**src/design/dvml_pkg.sv**
```systemverilog
// Shared types, constants and sigmoid table entry function for the glide-speed block.
// No dependencies.
`timescale 1ns / 1ps
package dvml_pkg;

   typedef struct packed {
      logic advance;
      logic valid;
   } stage_ctl_type;

   localparam int CSR_INDEX_BITS = 8;
   localparam int CSR_DATA_BITS = 32;
   localparam logic [CSR_INDEX_BITS-1:0] REG_EDGE_DRAG_BASE = 8'd0;
   localparam logic [CSR_INDEX_BITS-1:0] REG_EDGE_DRAG_SLOPE = 8'd1;
   localparam logic [CSR_INDEX_BITS-1:0] REG_SCREW_DRAG_BASE = 8'd2;
   localparam logic [CSR_INDEX_BITS-1:0] REG_SCREW_DRAG_SLOPE = 8'd3;
   localparam logic [CSR_DATA_BITS-1:0] DRAG_BASE_RESET = 32'd65536;
   localparam logic [CSR_DATA_BITS-1:0] DRAG_SLOPE_RESET = 32'd0;

   localparam int TEMP_BITS = 12;
   localparam int DRAG_PROD_BITS = 44;
   localparam int DRAG_BITS = 45;
   localparam int SPEED_CAP_BITS = 47;
   localparam logic [SPEED_CAP_BITS-1:0] SPEED_CAP = {SPEED_CAP_BITS{1'b1}};
   localparam int WEIGHT_BITS = 17;
   localparam logic [WEIGHT_BITS-1:0] WEIGHT_ONE = 17'd65536;
   localparam int VELOCITY_BITS = 32;
   localparam int SQRT_PRESHIFT = 18;
   localparam int INDEX_PRESHIFT = 9;

   localparam longint unsigned SIG_SLOPE = 64'd40;
   localparam longint unsigned SIG_CENTRE_X_SLOPE = 64'd28;
   localparam longint unsigned ONE_Q31 = 64'd1 << 31;
   localparam longint unsigned ONE_Q16 = 64'd65536;

   // floor(n / d) by shift and subtract, d nonzero
   function automatic longint unsigned udiv_u64(longint unsigned n, longint unsigned d);
      logic [64:0] rem;
      longint unsigned q;
      rem = '0;
      q = '0;
      for (int i = 63; i >= 0; i--) begin
         rem = {rem[63:0], n[i]};
         if (rem >= 65'(d)) begin
            rem = rem - 65'(d);
            q[i] = 1'b1;
         end
      end
      return q;
   endfunction

   // exp(-num/den) in Q31, series of exp(-a/32) squared five times
   function automatic longint unsigned exp_neg_q31(longint unsigned num,
                                                   longint unsigned den);
      longint unsigned t;
      longint unsigned sum;
      t = ONE_Q31;
      sum = ONE_Q31;
      for (int k = 1; k <= 24; k++) begin
         t = udiv_u64(t * num, den * 64'd32 * 64'(k));
         if ((k & 1) == 1) sum = sum - t;
         else sum = sum + t;
      end
      for (int j = 0; j < 5; j++) begin
         sum = (sum * sum + (ONE_Q31 >> 1)) >> 31;
      end
      return sum;
   endfunction

   function automatic logic [WEIGHT_BITS-1:0] sig_entry(longint unsigned k,
                                                         longint unsigned m);
      longint unsigned p;
      longint unsigned q;
      longint unsigned z;
      longint unsigned d;
      p = SIG_CENTRE_X_SLOPE * m;
      q = SIG_SLOPE * k;
      if (p >= q) begin
         z = exp_neg_q31(p - q, m);
         d = ONE_Q31 + z;
         return WEIGHT_BITS'(udiv_u64(z * ONE_Q16 + (d >> 1), d));
      end
      z = exp_neg_q31(q - p, m);
      d = ONE_Q31 + z;
      return WEIGHT_BITS'(udiv_u64(ONE_Q31 * ONE_Q16 + (d >> 1), d));
   endfunction

endpackage

```
**src/design/dvml_sqrt.sv**
```systemverilog
// Pipelined integer square root, one root bit per stage (floor result).
// Depends on dvml_pkg (stage control).
`timescale 1ns / 1ps
module dvml_sqrt #(
   parameter int XW = 8,
   parameter int SW = 1
) (
   input  logic                    clock,
   input  logic                    reset,
   input  dvml_pkg::stage_ctl_type ctl,
   input  logic [XW-1:0]           radicand,
   input  logic [SW-1:0]           side_in,
   output logic                    out_valid,
   output logic [((XW+1)>>1)-1:0]  root,
   output logic [SW-1:0]           side_out
);
   import dvml_pkg::*;

   localparam int RW = (XW + 1) / 2;
   localparam int EW = XW + 1;

   logic          valid_ff [RW+1];
   logic [EW-1:0] rem_ff [RW+1];
   logic [RW-1:0] root_ff [RW+1];
   logic [SW-1:0] side_ff [RW+1];

   always_ff @(posedge clock) begin
      if (reset) begin
         for (int s = 0; s <= RW; s++) valid_ff[s] <= 1'b0;
      end else if (ctl.advance) begin
         valid_ff[0] <= ctl.valid;
         for (int s = 1; s <= RW; s++) valid_ff[s] <= valid_ff[s-1];
      end
   end

   always_ff @(posedge clock) begin
      logic [EW-1:0] trial;
      if (ctl.advance) begin
         rem_ff[0] <= EW'(radicand);
         root_ff[0] <= '0;
         side_ff[0] <= side_in;
         for (int s = 1; s <= RW; s++) begin
            trial = (EW'(root_ff[s-1]) << (RW - s + 1)) + (EW'(1) << (2 * (RW - s)));
            if (rem_ff[s-1] >= trial) begin
               rem_ff[s] <= rem_ff[s-1] - trial;
               root_ff[s] <= root_ff[s-1] | (RW'(1) << (RW - s));
            end else begin
               rem_ff[s] <= rem_ff[s-1];
               root_ff[s] <= root_ff[s-1];
            end
            side_ff[s] <= side_ff[s-1];
         end
      end
   end

   assign out_valid = valid_ff[RW];
   assign root = root_ff[RW];
   assign side_out = side_ff[RW];
endmodule

```
**config.mk**
```make
export PLATFORM = sky130hd
export DESIGN_NAME = dvml_sqrt
export DESIGN_NICKNAME = d
export VERILOG_FILES = /design/src/design/dvml_pkg.sv /design/src/design/dvml_sqrt.sv
export SDC_FILE = /design/constraint.sdc
export NUM_CORES = 1
export LEC_CHECK = 0
export BUFFER_PORTS_ARGS = -buffer_cell sky130_fd_sc_hd__buf_2
export CAP_MARGIN = 20
export CORE_AREA = 8 8 72 74
export DETAILED_ROUTE_END_ITERATION = 16
export DIE_AREA = 0 0 80 82
export PLACE_DENSITY = 0.79
export SLEW_MARGIN = 10
export SYNTH_ARGS = -nofsm -noshare
export SYNTH_HDL_FRONTEND = slang
export SYNTH_SLANG_ARGS = --single-unit
export TNS_END_PERCENT = 1
```
**constraint.sdc**
```tcl
create_clock -name clock -period 3.8 [get_ports clock]
set_input_delay 0.38 -clock clock [delete_from_list [all_inputs] [get_ports clock]]
set_output_delay 0.38 -clock clock [all_outputs]
set_load 0.1 [all_outputs]
```
==> results by group <==
Outcome
  • Outcome: completed

Layout
  • Final core utilization: 60.8%
  • Most common cell after layout, fill and taps aside: edfxtp_1
  • Most frequent cells in the layout: edfxtp_1, buf_2, inv_1
  • Ratio of cells with drive above 1 in the final layout: 20.0%
  • Area Overhead vs Synth: 8.52%
  • Multi-input combinational cell area: 547 um2
  • Seq. cell area: 1650 um2
  • Filler Cell Count: 323
  • Final #Nets: 193
  • Antenna cells: 0

Clock tree
  • Clock sinks: 55
  • Post-CTS Setup Bufs: 0
  • CTS root buf: clkbuf_8
  • H-tree levels: 2
  • Clock transition at path regs: 0.10 ns
  • Clock Tree Buf Depth: 2
  • CTS tree: yes
  • Cts hold-fix bufs: 0
  • Worst-Skew Late Latency: 0.30 ns
  • Post-cts sizing count: 0
  • Num CTS Buffers: 5

Detailed routing
  • Via count: 1181
  • Vias/cell: 5.32
  • DR pass1 iterations: 5
  • Initial drt markers: 80
  • Remaining DRCs: 0
  • DRT Wirelength: 3.26 mm
  • Post-route ant nets: 0
  • WL per Instance: 14.7 um

GRT
  • Global-route wire length before repair: 5.67 mm
  • Largest net degree at the start of global routing: 32
  • M2 GR Usage: 21.2%
  • Overflow after GRT: 0
  • Antenna violations before repair: 0
  • Busiest grt layer: met2
  • Met1 Usage GRT: 11.4%
  • Number of global-route vias before repair: 1291
  • Overall routing resource usage: 11.3%
  • Met3 Usage GRT: 4.49%

Worst setup path
  • Top delay family on crit path: simple AND/OR/NAND/NOR gates
  • Critical path launch point type: register
  • Critical Path Fanout Max: 5
  • Worst Path Arrival: 2.36 ns
  • Critical-path top delay cell: edfxtp_1
  • Worst Path Required: 3.86 ns
  • CP max stage delay: 0.42 ns
  • Crit. End Element: register
  • Worst path cell trace: ha_1, nor4bb_1, a311o_1, nor3_2, inv_2, mux2_2
  • Buf/Inv on CP: 1
  • Setup CP Type: register to register

Yosys
  • Post-synthesis register bit count: 55
  • Main combinational cell family by area after synthesis: simple AND/OR/NAND/NOR gates
  • Top post-synthesis cells by area: edfxtp_1, ha_1, xnor2_1
  • Syn. warnings: 0
  • Seq/Total Area, Yosys: 71.2%
  • Asr flop ratio synth: 0%
  • Yosys cell types: 34
  • Share of the synthesized area in the top cell type: 71.2%
  • Syn Nets: 173
  • Post-synthesis adder-cell area fraction: 5.93%
  • Post-Syn Area: 2320 um2
  • EDFF count, synth: 55
  • Mux contribution to synthesized area: 2.48%
  • Cell count after synthesis: 149
  • Yosys top cell by area: edfxtp_1
  • Primary FF master, synth: edfxtp_1
  • Synth Area in XOR/XNOR: 2.64%
  • Post-synthesis average cell area: 15.6 um2
  • Synth Area in Simple Gates: 7.39%
  • Synth Area in Compound Gates: 5.12%

Floorplanning
  • Die height: 82 um
  • Row count: 24
  • Die X: 80 um
  • Core Footprint: 4140 um2
  • Starting Density: 56.0%
  • IO Count: 19
  • Die area: 6560 um2

Job
  • MaxCap Viol Count: 0

Timing
  • Hold violation count in the final report: 0
  • Final setup skew: 0.00466 ns
  • Setup violators final: 0
  • Normalized max-slew margin: 56.0%
  • Final TNS setup: 0 ns
  • RSZ-0062 raised after global routing: false
  • WHS: 0.246 ns
  • Slew Limit Fails: 0
  • Fmax achieved: 434 MHz
  • Fin crit share: 60.6%
  • Tmin final: 2.30 ns
  • Slew @ Worst Pin: 0.660 ns

Placement
  • Final Wtd Congestion: 0.808
  • Post-DP HPWL: 2.38 mm
  • IO buf count: 18

Pwr
  • Pleak: 0.972 nW
  • Max IR drop VDD: 299 uV
  • Pwr/cell area: 478 nW/um2

Hold path
  • Hold WC Path Type: input port to register
registers in the layout, summed over array words and instances, names as in the netlist:
signal and count:
side_ff 5, root_ff 10, valid_ff 5, rem_ff 35
routing by layer:
| layer | share of wire [%] | wire, um |
|---|---|---|
| met4 | 0.28 | 9 |
| met3 | 6.2 | 203 |
| met1 | 39 | 1270 |
| met5 | 0 | 0 |
| met2 | 55 | 1780 |
cell usage after synthesis, types with 2 or more instances:
master    number
clkbuf_1       4
mux2_2         2
and2_1         5
nand2_1        6
ha_1          11
nor2b_1        2
xnor2_1        7
a21oi_1        3
nor2_1         6
mux2i_1        2
o21ai_0        6
o21a_1         4
inv_1         16
edfxtp_1      55
final timing paths:
| kind | start | slack [ns] | cells past startpoint | end |
|---|---|---|---|---|
| worst min-delay path | radicand[3] | 0.25 | 1 | rem_ff[0][3] |
| worst max register to register | rem_ff[2][5] | 1.50 | 6 | rem_ff[3][4] |
| worst max-delay path | rem_ff[2][5] | 1.50 | 6 | rem_ff[3][4] |
| worst min register to register | rem_ff[0][4] | 0.43 | 0 | rem_ff[1][4] |
cell type report:
cell class | instances | area share [%]
sequential | 55 | 65.6
multi-input combinational | 71 | 21.7
tap | 52 | 2.58
clock inverter | 3 | 0.994
clock buffer | 5 | 2.73
inverter | 17 | 2.53
timing repair buffer | 19 | 3.87
power breakdown:
part / leakage, nW / internal, mW / switching (mW)
sequential: 0.535 / 0.727 / 0.0219
combinational: 0.393 / 0.0543 / 0.0827
clock: 0.0443 / 0.132 / 0.186
through the flow:
step	setup WS [ns]	total power, mW	instance area (um2)	std cells
CTS	1.51	1.22	2520	222
detailed placement	1.48	0.901	2420	214
floorplan	1.68	0.866	2320	149
finish	1.50	1.20	2520	222
global placement	1.56	0.888	2420	214
global route	1.42	1.26	2520	222
cell families after synthesis:
logic type,count (synthesis)
flip-flops,55
AND/OR/NAND/NOR,30
buffers and inverters,23
AO/OA/AOI/OAI,18
adder cells (fa/ha/maj),11
XOR/XNOR,7
multiplexers,5
Power figures use the tool's default switching activity.
