==> src/design/dvml_pkg.sv <==
// Shared types, constants and sigmoid table entry function for the glide-speed block.
// No dependencies.
`timescale 1ns / 1ps
package dvml_pkg;

   typedef struct packed {
      logic advance;
      logic valid;
   } stage_ctl_type;

   localparam int CSR_INDEX_BITS = 8;
   localparam int CSR_DATA_BITS = 32;
   localparam logic [CSR_INDEX_BITS-1:0] REG_EDGE_DRAG_BASE = 8'd0;
   localparam logic [CSR_INDEX_BITS-1:0] REG_EDGE_DRAG_SLOPE = 8'd1;
   localparam logic [CSR_INDEX_BITS-1:0] REG_SCREW_DRAG_BASE = 8'd2;
   localparam logic [CSR_INDEX_BITS-1:0] REG_SCREW_DRAG_SLOPE = 8'd3;
   localparam logic [CSR_DATA_BITS-1:0] DRAG_BASE_RESET = 32'd65536;
   localparam logic [CSR_DATA_BITS-1:0] DRAG_SLOPE_RESET = 32'd0;

   localparam int TEMP_BITS = 12;
   localparam int DRAG_PROD_BITS = 44;
   localparam int DRAG_BITS = 45;
   localparam int SPEED_CAP_BITS = 47;
   localparam logic [SPEED_CAP_BITS-1:0] SPEED_CAP = {SPEED_CAP_BITS{1'b1}};
   localparam int WEIGHT_BITS = 17;
   localparam logic [WEIGHT_BITS-1:0] WEIGHT_ONE = 17'd65536;
   localparam int VELOCITY_BITS = 32;
   localparam int SQRT_PRESHIFT = 18;
   localparam int INDEX_PRESHIFT = 9;

   localparam longint unsigned SIG_SLOPE = 64'd40;
   localparam longint unsigned SIG_CENTRE_X_SLOPE = 64'd28;
   localparam longint unsigned ONE_Q31 = 64'd1 << 31;
   localparam longint unsigned ONE_Q16 = 64'd65536;

   // floor(n / d) by shift and subtract, d nonzero
   function automatic longint unsigned udiv_u64(longint unsigned n, longint unsigned d);
      logic [64:0] rem;
      longint unsigned q;
      rem = '0;
      q = '0;
      for (int i = 63; i >= 0; i--) begin
         rem = {rem[63:0], n[i]};
         if (rem >= 65'(d)) begin
            rem = rem - 65'(d);
            q[i] = 1'b1;
         end
      end
      return q;
   endfunction

   // exp(-num/den) in Q31, series of exp(-a/32) squared five times
   function automatic longint unsigned exp_neg_q31(longint unsigned num,
                                                   longint unsigned den);
      longint unsigned t;
      longint unsigned sum;
      t = ONE_Q31;
      sum = ONE_Q31;
      for (int k = 1; k <= 24; k++) begin
         t = udiv_u64(t * num, den * 64'd32 * 64'(k));
         if ((k & 1) == 1) sum = sum - t;
         else sum = sum + t;
      end
      for (int j = 0; j < 5; j++) begin
         sum = (sum * sum + (ONE_Q31 >> 1)) >> 31;
      end
      return sum;
   endfunction

   function automatic logic [WEIGHT_BITS-1:0] sig_entry(longint unsigned k,
                                                         longint unsigned m);
      longint unsigned p;
      longint unsigned q;
      longint unsigned z;
      longint unsigned d;
      p = SIG_CENTRE_X_SLOPE * m;
      q = SIG_SLOPE * k;
      if (p >= q) begin
         z = exp_neg_q31(p - q, m);
         d = ONE_Q31 + z;
         return WEIGHT_BITS'(udiv_u64(z * ONE_Q16 + (d >> 1), d));
      end
      z = exp_neg_q31(q - p, m);
      d = ONE_Q31 + z;
      return WEIGHT_BITS'(udiv_u64(ONE_Q31 * ONE_Q16 + (d >> 1), d));
   endfunction

endpackage

==> src/design/dvml_div.sv <==
// Pipelined restoring divider, one quotient bit per stage, with overflow flag.
// Depends on dvml_pkg (stage control).
`timescale 1ns / 1ps
module dvml_div #(
   parameter int NW = 8,
   parameter int DW = 8,
   parameter int QW = 8,
   parameter int SW = 1
) (
   input  logic                    clock,
   input  logic                    reset,
   input  dvml_pkg::stage_ctl_type ctl,
   input  logic [NW-1:0]           num,
   input  logic [DW-1:0]           den,
   input  logic [SW-1:0]           side_in,
   output logic                    out_valid,
   output logic [QW-1:0]           quot,
   output logic                    over,
   output logic [SW-1:0]           side_out
);
   import dvml_pkg::*;

   localparam int RW = (NW > DW + QW) ? NW : DW + QW;

   logic          valid_ff [QW+1];
   logic [RW-1:0] rem_ff [QW+1];
   logic [DW-1:0] den_ff [QW+1];
   logic [QW-1:0] quo_ff [QW+1];
   logic          over_ff [QW+1];
   logic [SW-1:0] side_ff [QW+1];

   always_ff @(posedge clock) begin
      if (reset) begin
         for (int s = 0; s <= QW; s++) valid_ff[s] <= 1'b0;
      end else if (ctl.advance) begin
         valid_ff[0] <= ctl.valid;
         for (int s = 1; s <= QW; s++) valid_ff[s] <= valid_ff[s-1];
      end
   end

   always_ff @(posedge clock) begin
      logic [RW-1:0] trial;
      if (ctl.advance) begin
         rem_ff[0] <= RW'(num);
         den_ff[0] <= den;
         quo_ff[0] <= '0;
         over_ff[0] <= (RW'(num) >> QW) >= RW'(den);
         side_ff[0] <= side_in;
         for (int s = 1; s <= QW; s++) begin
            trial = RW'(den_ff[s-1]) << (QW - s);
            if (rem_ff[s-1] >= trial) begin
               rem_ff[s] <= rem_ff[s-1] - trial;
               quo_ff[s] <= quo_ff[s-1] | (QW'(1) << (QW - s));
            end else begin
               rem_ff[s] <= rem_ff[s-1];
               quo_ff[s] <= quo_ff[s-1];
            end
            den_ff[s] <= den_ff[s-1];
            over_ff[s] <= over_ff[s-1];
            side_ff[s] <= side_ff[s-1];
         end
      end
   end

   assign out_valid = valid_ff[QW];
   assign quot = quo_ff[QW];
   assign over = over_ff[QW];
   assign side_out = side_ff[QW];
endmodule

==> config.mk <==
export PLATFORM = sky130hd
export DESIGN_NAME = dvml_div
export DESIGN_NICKNAME = d
export VERILOG_FILES = /design/src/design/dvml_pkg.sv /design/src/design/dvml_div.sv
export SDC_FILE = /design/constraint.sdc
export NUM_CORES = 1
export LEC_CHECK = 0
export ABC_AREA = 0
export BUFFER_PORTS_ARGS = -buffer_cell sky130_fd_sc_hd__buf_2
export CORE_ASPECT_RATIO = 0.75
export CORE_UTILIZATION = 65
export DETAILED_ROUTE_END_ITERATION = 12
export GPL_ROUTABILITY_DRIVEN = 0
export PLACE_DENSITY_LB_ADDON = 0.15
export SYNTH_ARGS = -nofsm -noshare
export SYNTH_HDL_FRONTEND = slang
export SYNTH_SLANG_ARGS = --single-unit
==> constraint.sdc <==
create_clock -name clock -period 5.3 [get_ports clock]
set_input_delay 0.265 -clock clock [delete_from_list [all_inputs] [get_ports clock]]
set_output_delay 0.265 -clock clock [all_outputs]
set_load 0.1 [all_outputs]
==> results of run 1 <==
power breakdown:
group	switching, W	internal (W)
sequential	0.000174	0.00248
combinational	0.000602	0.000475
clock	0.000694	0.000884
total	0.00147	0.00384
cell families (layout without fill, tap and decap cells):
| logic type | Yosys count | after routing |
|---|---|---|
| AOI/OAI and AO/OA | 157 | 157 |
| xor gates and xnor gates | 50 | 50 |
| adders and majority gates | 64 | 64 |
| buffers and inverters | 93 | 171 |
| DFF | 247 | 247 |
| muxes | 13 | 13 |
| and+or+nand+nor | 222 | 222 |
stage by stage:
stage	setup slack, ns	total power (W)	util, %	instances
after floorplan	2.95	0.00345	-	846
after global placement	2.58	0.00367	69.8	1099
after detailed placement	2.47	0.00374	69.8	1099
after CTS	2.54	0.00531	75.0	1160
after global routing	2.27	0.00554	75.0	1160
final	2.48	0.00531	75.0	1160
cells in the final DEF (no fill, tap or decap), drive strengths merged, types with 12 or more instances in the layout:
cell type and n:
a21o 13, a21oi 55, and2 12, buf 32, clkbuf 31, dlygate4sd3 17, edfxtp 247, ha 58
inv 78, nand2 33, nor2 66, nor3 18, nor4 13, o21ai 36, xnor2 27, xor2 23
how the worst max path moves through the flow:
stage                                         end  depth (start not counted)
after floorplan           rem_ff[5][15]$_DFFE_PP_                          7
after global placement    rem_ff[3][10]$_DFFE_PP_                          5
after detailed placement  rem_ff[3][10]$_DFFE_PP_                          5
after CTS                 rem_ff[3][10]$_DFFE_PP_                          5
after global routing      rem_ff[3][10]$_DFFE_PP_                          7
final                     rem_ff[3][10]$_DFFE_PP_                          5
sequential cells by signal, indices dropped and copies added (netlist names):
name / flops
rem_ff: 120
den_ff: 64
quo_ff: 36
over_ff: 9
side_ff: 9
valid_ff: 9
repair_timing:
action / in CTS / in global routing
endpoints found under the hold margin: 17 / 0
hold buffers: 17 / 0
setup endpoints to repair: 0 / 0
critical path: stages (launching register included):
cell and delay [ns]:
edfxtp_1 0.42, ha_1 0.39, and4b_1 0.22, a221oi_1 0.61, o221ai_2 0.50, mux2_2 0.43
layout make-up:
cell class,count,area share (%)
timing repair buffer,49,2.78
sequential,247,58.1
multi-input combinational,506,28.9
clock inverter,13,0.735
inverter,78,2.31
clock buffer,31,4.91
tap,236,2.31
layer usage:
layer	track usage, %	up-vias	share of wire (%)
li1	-	3257	-
met5	0	-	0
met3	4.53	42	7.1
met4	6.60	0	2.3
met2	40.7	264	45
met1	36.1	3300	46
==> out/metrics.csv, run 1 <==
stage,metric,value,unit
logic_synthesis,synth_fa_ha_area_share,7.38,%
critical_path,critPathCaptureType,flop,
clock_network,cts.sinks,247,
routing,route.detailed.drc,0,
job,cap_violations,0,
critical_path,r2r_end,rem_ff[3][10]$_DFFE_PP_,
cells_and_area,fillers,1074,
worst_hold_path,hold_class,in2reg,
power_and_ir_drop,power_density,416,nW/um^2
logic_synthesis,yosys.area_share.simple,10.5,%
critical_path,r2r-start,rem_ff[2][7]$_DFFE_PP_,
clock_network,cts_tree,yes,
routing,wl_per_cell,18.8,um
cells_and_area,drive_above_1_share,10.9,%
clock_network,cts.path.max_buffers,3,
logic_synthesis,synth_top_area_share,64.7,%
logic_synthesis,synth-edff-count,247,
clock_network,ctsRootBufferMaster,clkbuf_16,
logic_synthesis,synth_area_per_cell,13.6,um^2
logic_synthesis,synthMuxAreaShare,1.32,%
sta,worst_pin_slew,0.937,ns
floorplanning,design.core.area,17000,um^2
logic_synthesis,netlist_instances,846,
sta,slew_headroom,37.5,%
logic_synthesis,synth_area,11500,um^2
clock_network,h-tree-depth,1,
logic_synthesis,postSynth.asyncResetShare,0,%
cells_and_area,diodes,0,
logic_synthesis,synth.distinct_cells,72,
cells_and_area,fin_nets,991,
floorplanning,die_w,155,um
floorplanning,start_util,67.3,%
logic_synthesis,synth_top_family_by_area,simple AND/OR/NAND/NOR gates,
power_and_ir_drop,vdd_drop_max,309,uV
sta,fmax,354,MHz
clock_network,clk_latency,0.53,ns
worst_hold_path,min_from,ctl[0],
critical_path,critPathLaunchType,flop,
cells_and_area,multi_input_area,3690,um^2
sta,rsz0062_at_grt,no,
cells_and_area,synthToLayoutAreaGrowth,11.4,%
critical_path,rr_worst_depth,5,
global_routing,overflow,0,
logic_synthesis,synth_compound_area_share,9.09,%
critical_path,required,5.58,ns
sta,fin_setup_tns,0,ns
worst_hold_path,whs_endpoint,valid_ff[0][0]$_SDFFCE_PN0P_,
global_routing,grt_usage,25.2,%
routing,wirelength,21800,um
logic_synthesis,seq_area_frac_synth,64.7,%
critical_path,cp_max_fo,19,
sta,setup_viol,0,
place,dp_hpwl,15300,um
sta,hold_viol,0,
clock_network,cts_buffers,24,
routing,vias,6863,
logic_synthesis,synth_fp_nets,931,
routing,avgViaCountPerCell,5.92,
sta,whs,0.0220,ns
cells_and_area,regArea,7420,um^2
routing,drt_iter0_drc,689,
sta,period_share,53.2,%
worst_hold_path,hold_depth,2,
routing,firstDrtPassIters,7,
sta,worst_clock_skew,0.0282,ns
sta,period_needed,2.82,ns
logic_synthesis,synthTopCellsByCount,"247 x edfxtp_1, 76 x inv_1, 62 x nor2_1, 58 x ha_1, 48 x a21oi_1",
critical_path,critPathKind,reg2reg,
routing,ant_nets,0,
logic_synthesis,synth_area_leaders,"edfxtp_1 65%, ha_1 6.3%, inv_1 2.5%",
global_routing,grt_max_degree,155,
critical_path,worst_ep_arrival_time,3.10,ns
outcome,outcome,"finished, final reports clean",
clock_network,cts_resized,0,
critical_path,reg2reg_slack,2.48,ns
global_routing,antenna_found_initial,0,
logic_synthesis,yosys_warnings,0,
floorplanning,die_area,18200,um^2
logic_synthesis,yosys.area_share.xor_xnor,3.82,%
cells_and_area,fin_area,12800,um^2
place,port_buffers,31,
critical_path,cp-startpoint,rem_ff[2][7]$_DFFE_PP_,
global_routing,grt_pass1_vias,6729,
floorplanning,fp.dieH,117,um
global_routing,grt_pass1_wl,34800,um
clock_network,postCtsSetupBuffers,0,
logic_synthesis,synthFlopType,edfxtp_1,
floorplanning,num_io_pins,32,
power_and_ir_drop,p_leak,4.83,nW
sta,final_max_slew_viol_count,0,
clock_network,clk_pin_slew,0.06,ns
floorplanning,rows,41,
logic_synthesis,yosysMostFrequentCell,edfxtp_1,
place,place_area,11900,um^2
logic_synthesis,ys_ff_latch,247,
logic_synthesis,yosysTopAreaCell,edfxtp_1,
No activity file was read; power rests on OpenSTA's default activity.
==> inputs of run 2 (changes only) <==
--- a/config.mk
+++ b/config.mk
@@ -8,7 +8,7 @@
 export ABC_AREA = 0
 export BUFFER_PORTS_ARGS = -buffer_cell sky130_fd_sc_hd__buf_2
 export CORE_ASPECT_RATIO = 0.75
-export CORE_UTILIZATION = 65
+export CORE_UTILIZATION = 56
 export DETAILED_ROUTE_END_ITERATION = 12
 export GPL_ROUTABILITY_DRIVEN = 0
 export PLACE_DENSITY_LB_ADDON = 0.15
==> constraint.sdc (replaced) <==
create_clock -name clock -period 2.4 [get_ports clock]
set_input_delay 0.12 -clock clock [delete_from_list [all_inputs] [get_ports clock]]
set_output_delay 0.12 -clock clock [all_outputs]
set_load 0.1 [all_outputs]
==> out/metrics.csv, run 2 (synthesis gave the netlist of run 1 again) <==
stage,metric,value,unit,change
clock_network,ctsRootBufferMaster,clkbuf_16,,
critical_path,r2r-start,den_ff[0][41]$_DFFE_PP_,,
floorplanning,start_util,58.2,%,-9.1 points
global_routing,grt_pass1_wl,35700,um,+2.6%
sta,layout_setup_ws,-0.0571,ns,-2.54 ns
critical_path,critPathKind,reg2reg,,
critical_path,required,2.66,ns,-2.92 ns
critical_path,r2r_end,rem_ff[6][6]$_DFFE_PP_,,
sta,worst_clock_skew,0.0125,ns,-0.0156 ns
place,place_area,12200,um^2,+2.7%
outcome,outcome,"finished, violations left",,
routing,vias,7082,,+3.2%
cells_and_area,synthToLayoutAreaGrowth,18.6,%,
critical_path,worst_ep_arrival_time,2.72,ns,-0.38 ns
cells_and_area,final_cell_mix,"247 x edfxtp_1, 74 x inv_1, 61 x nor2_1",,
routing,avgViaCountPerCell,5.75,,-2.8%
global_routing,antenna_found_initial,0,,unchanged
routing,wl_met3,1290,um,-16%
worst_hold_path,min_from,reset,,
cells_and_area,top_register,rem_ff,,
worst_hold_path,hold_depth,2,,unchanged
clock_network,clk_latency,0.52,ns,about the same
critical_path,reg2reg_slack,-0.06,ns,-2.54 ns
global_routing,grt_max_degree,64,,-59%
power_and_ir_drop,p_leak,5.20,nW,+7.5%
clock_network,cts.path.max_buffers,3,,unchanged
sta,worst_pin_slew,0.807,ns,-0.131 ns
power_and_ir_drop,vdd_drop_max,489,uV,+58%
power_and_ir_drop,power.internal,0.00888,W,+130%
cells_and_area,largest_reg_flops,120,,unchanged
routing,firstDrtPassIters,5,,-2
clock_network,clk_pin_slew,0.06,ns,about the same
cells_and_area,fin_area,13600,um^2,+6.5%
routing,wl_per_cell,18.4,um,-2.0%
sta,hold_viol,0,,unchanged
routing,drt_iter0_drc,640,,-7.1%
sta,period_needed,2.46,ns,-0.364 ns
global_routing,grt_pass1_vias,6931,,+3.0%
cells_and_area,top_regs,"rem_ff x120, den_ff x64, quo_ff x36",,
floorplanning,design.core.area,19700,um^2,+16%
sta,setup_viol,5,,+5
sta,slew_headroom,46.2,%,+8.7 points
power_and_ir_drop,power_density,905,nW/um^2,+120%
floorplanning,die_w,167,um,+7.6%
job,cap_violations,0,,unchanged
cells_and_area,drive_above_1_share,22.1,%,+11 points
critical_path,critPathLaunchType,flop,,
routing,routed.top_layer,met4,,
outcome,violations,negative setup slack,,
floorplanning,rows,44,,+7.3%
power_and_ir_drop,clkPwrFrac,29.1,%,-0.6 points
sta,rsz0062_at_grt,yes,,
worst_hold_path,hold_class,in2reg,,
cells_and_area,fin_util,69.0,%,-6.0 points
cells_and_area,final_common_cell,edfxtp_1,,
power_and_ir_drop,pwr-share-comb,23.1,%,+2.8 points
floorplanning,die_area,21100,um^2,+16%
critical_path,critPathCaptureType,flop,,
cells_and_area,fin_nets,1050,,+6.0%
clock_network,cts.sinks,247,,unchanged
sta,period_share,102,%,+49 points
routing,ant_nets,0,,unchanged
clock_network,cts_buffers,24,,unchanged
place,port_buffers,31,,unchanged
cells_and_area,fillers,1334,,+24%
sta,final_max_slew_viol_count,0,,unchanged
routing,wl_met1,10400,um,+4.3%
routing,wirelength,22700,um,+4.0%
floorplanning,fp.dieH,126,um,+7.6%
worst_hold_path,whs_endpoint,valid_ff[0][5]$_SDFFCE_PN0P_,,
sta,fmax,407,MHz,+15%
clock_network,h-tree-depth,1,,unchanged
global_routing,overflow,0,,unchanged
power_and_ir_drop,p_sw_share,27.9,%,+0.15 points
cells_and_area,diodes,0,,unchanged
routing,route.detailed.drc,0,,unchanged
critical_path,rr_worst_depth,9,,+4
routing,wl_met2,10400,um,+6.7%
critical_path,cp_max_fo,6,,-13
clock_network,cts_tree,yes,,
global_routing,grt_usage,21.8,%,-3.4 points
power_and_ir_drop,switchingPower,0.00343,W,+130%
place,dp_hpwl,15500,um,+1.4%
floorplanning,num_io_pins,32,,unchanged
power_and_ir_drop,p_seq_share,47.8,%,-2.2 points
==> run 2: worst max-delay path by stage <==
stage	startpoint	to	slack [ns]	depth (start not counted)
final	den_ff[0][41]$_DFFE_PP_	rem_ff[6][6]$_DFFE_PP_	-0.06	9
after global routing	den_ff[0][42]$_DFFE_PP_	rem_ff[6][7]$_DFFE_PP_	-0.11	10
after CTS	rem_ff[4][3]$_DFFE_PP_	rem_ff[5][15]$_DFFE_PP_	-0.02	9
after detailed placement	rem_ff[4][3]$_DFFE_PP_	rem_ff[5][15]$_DFFE_PP_	-0.14	9
after global placement	den_ff[0][0]$_DFFE_PP_	rem_ff[1][8]$_SDFFCE_PP0P_	-0.03	7
after floorplan	rem_ff[4][5]$_DFFE_PP_	rem_ff[5][15]$_DFFE_PP_	0.05	7
==> run 2: worst max-delay path, stage by stage, from the launching register on <==
cell and delay [ns]:
edfxtp_1 0.39, buf_4 0.15, buf_4 0.14, fa_2 0.41, nor2b_2 0.15, o31a_1 0.21
o311ai_4 0.11, buf_4 0.16, nand3_4 0.12, mux2_2 0.36
==> run 2: repair_timing <==
action                     in CTS  in global routing
hold endpoints to repair       19                  0
buffers inserted                2                 15
hold buffers                   18                  0
cloned                          0                  1
gates resized for setup        15                 56
setup endpoints to repair      30                 69
pin swaps                       1                 23
==> run 2: layout make-up <==
| cell class | instances | area [um^2] | share of cell area [%] |
|---|---|---|---|
| sequential | 247 | 7420 | 54.6 |
| multi-input combinational | 507 | 4030 | 29.6 |
| timing repair buffer | 107 | 801 | 5.89 |
| clock buffer | 27 | 633 | 4.66 |
| tap | 253 | 317 | 2.33 |
| inverter | 78 | 295 | 2.17 |
| clock inverter | 12 | 105 | 0.773 |
==> run 2: metal layers <==
layer	global-route usage [%]	up-vias
met4	6.75	0
li1	-	3379
met5	0	-
met3	3.02	47
met2	34.3	240
met1	31.8	3416
==> run 2: power by group through the flow <==
| stage | sequential [W] | combinational, W | clock (W) |
|---|---|---|---|
| after floorplan | 0.00583 | 0.00178 | 0 |
| after global placement | 0.00591 | 0.00237 | 0 |
| after detailed placement | 0.00592 | 0.00247 | 0 |
| after CTS | 0.00585 | 0.00256 | 0.00367 |
| after global routing | 0.00592 | 0.00311 | 0.00380 |
| final | 0.00588 | 0.00284 | 0.00358 |
==> run 2: through the flow <==
stage | instances | worst slack [ns] | hold WS (ns) | TNS (ns) | power, W
floorplan | 846 | 0.0488 | 0.219 | 0 | 0.00761
global placement | 1156 | -0.0271 | 0.296 | -0.0336 | 0.00828
detailed placement | 1156 | -0.138 | 0.298 | -0.945 | 0.00840
CTS | 1215 | -0.0230 | 0.0793 | -0.0230 | 0.0121
global route | 1231 | -0.114 | 0.103 | -1.51 | 0.0128
finish | 1231 | -0.0571 | 0.0846 | -0.124 | 0.0123
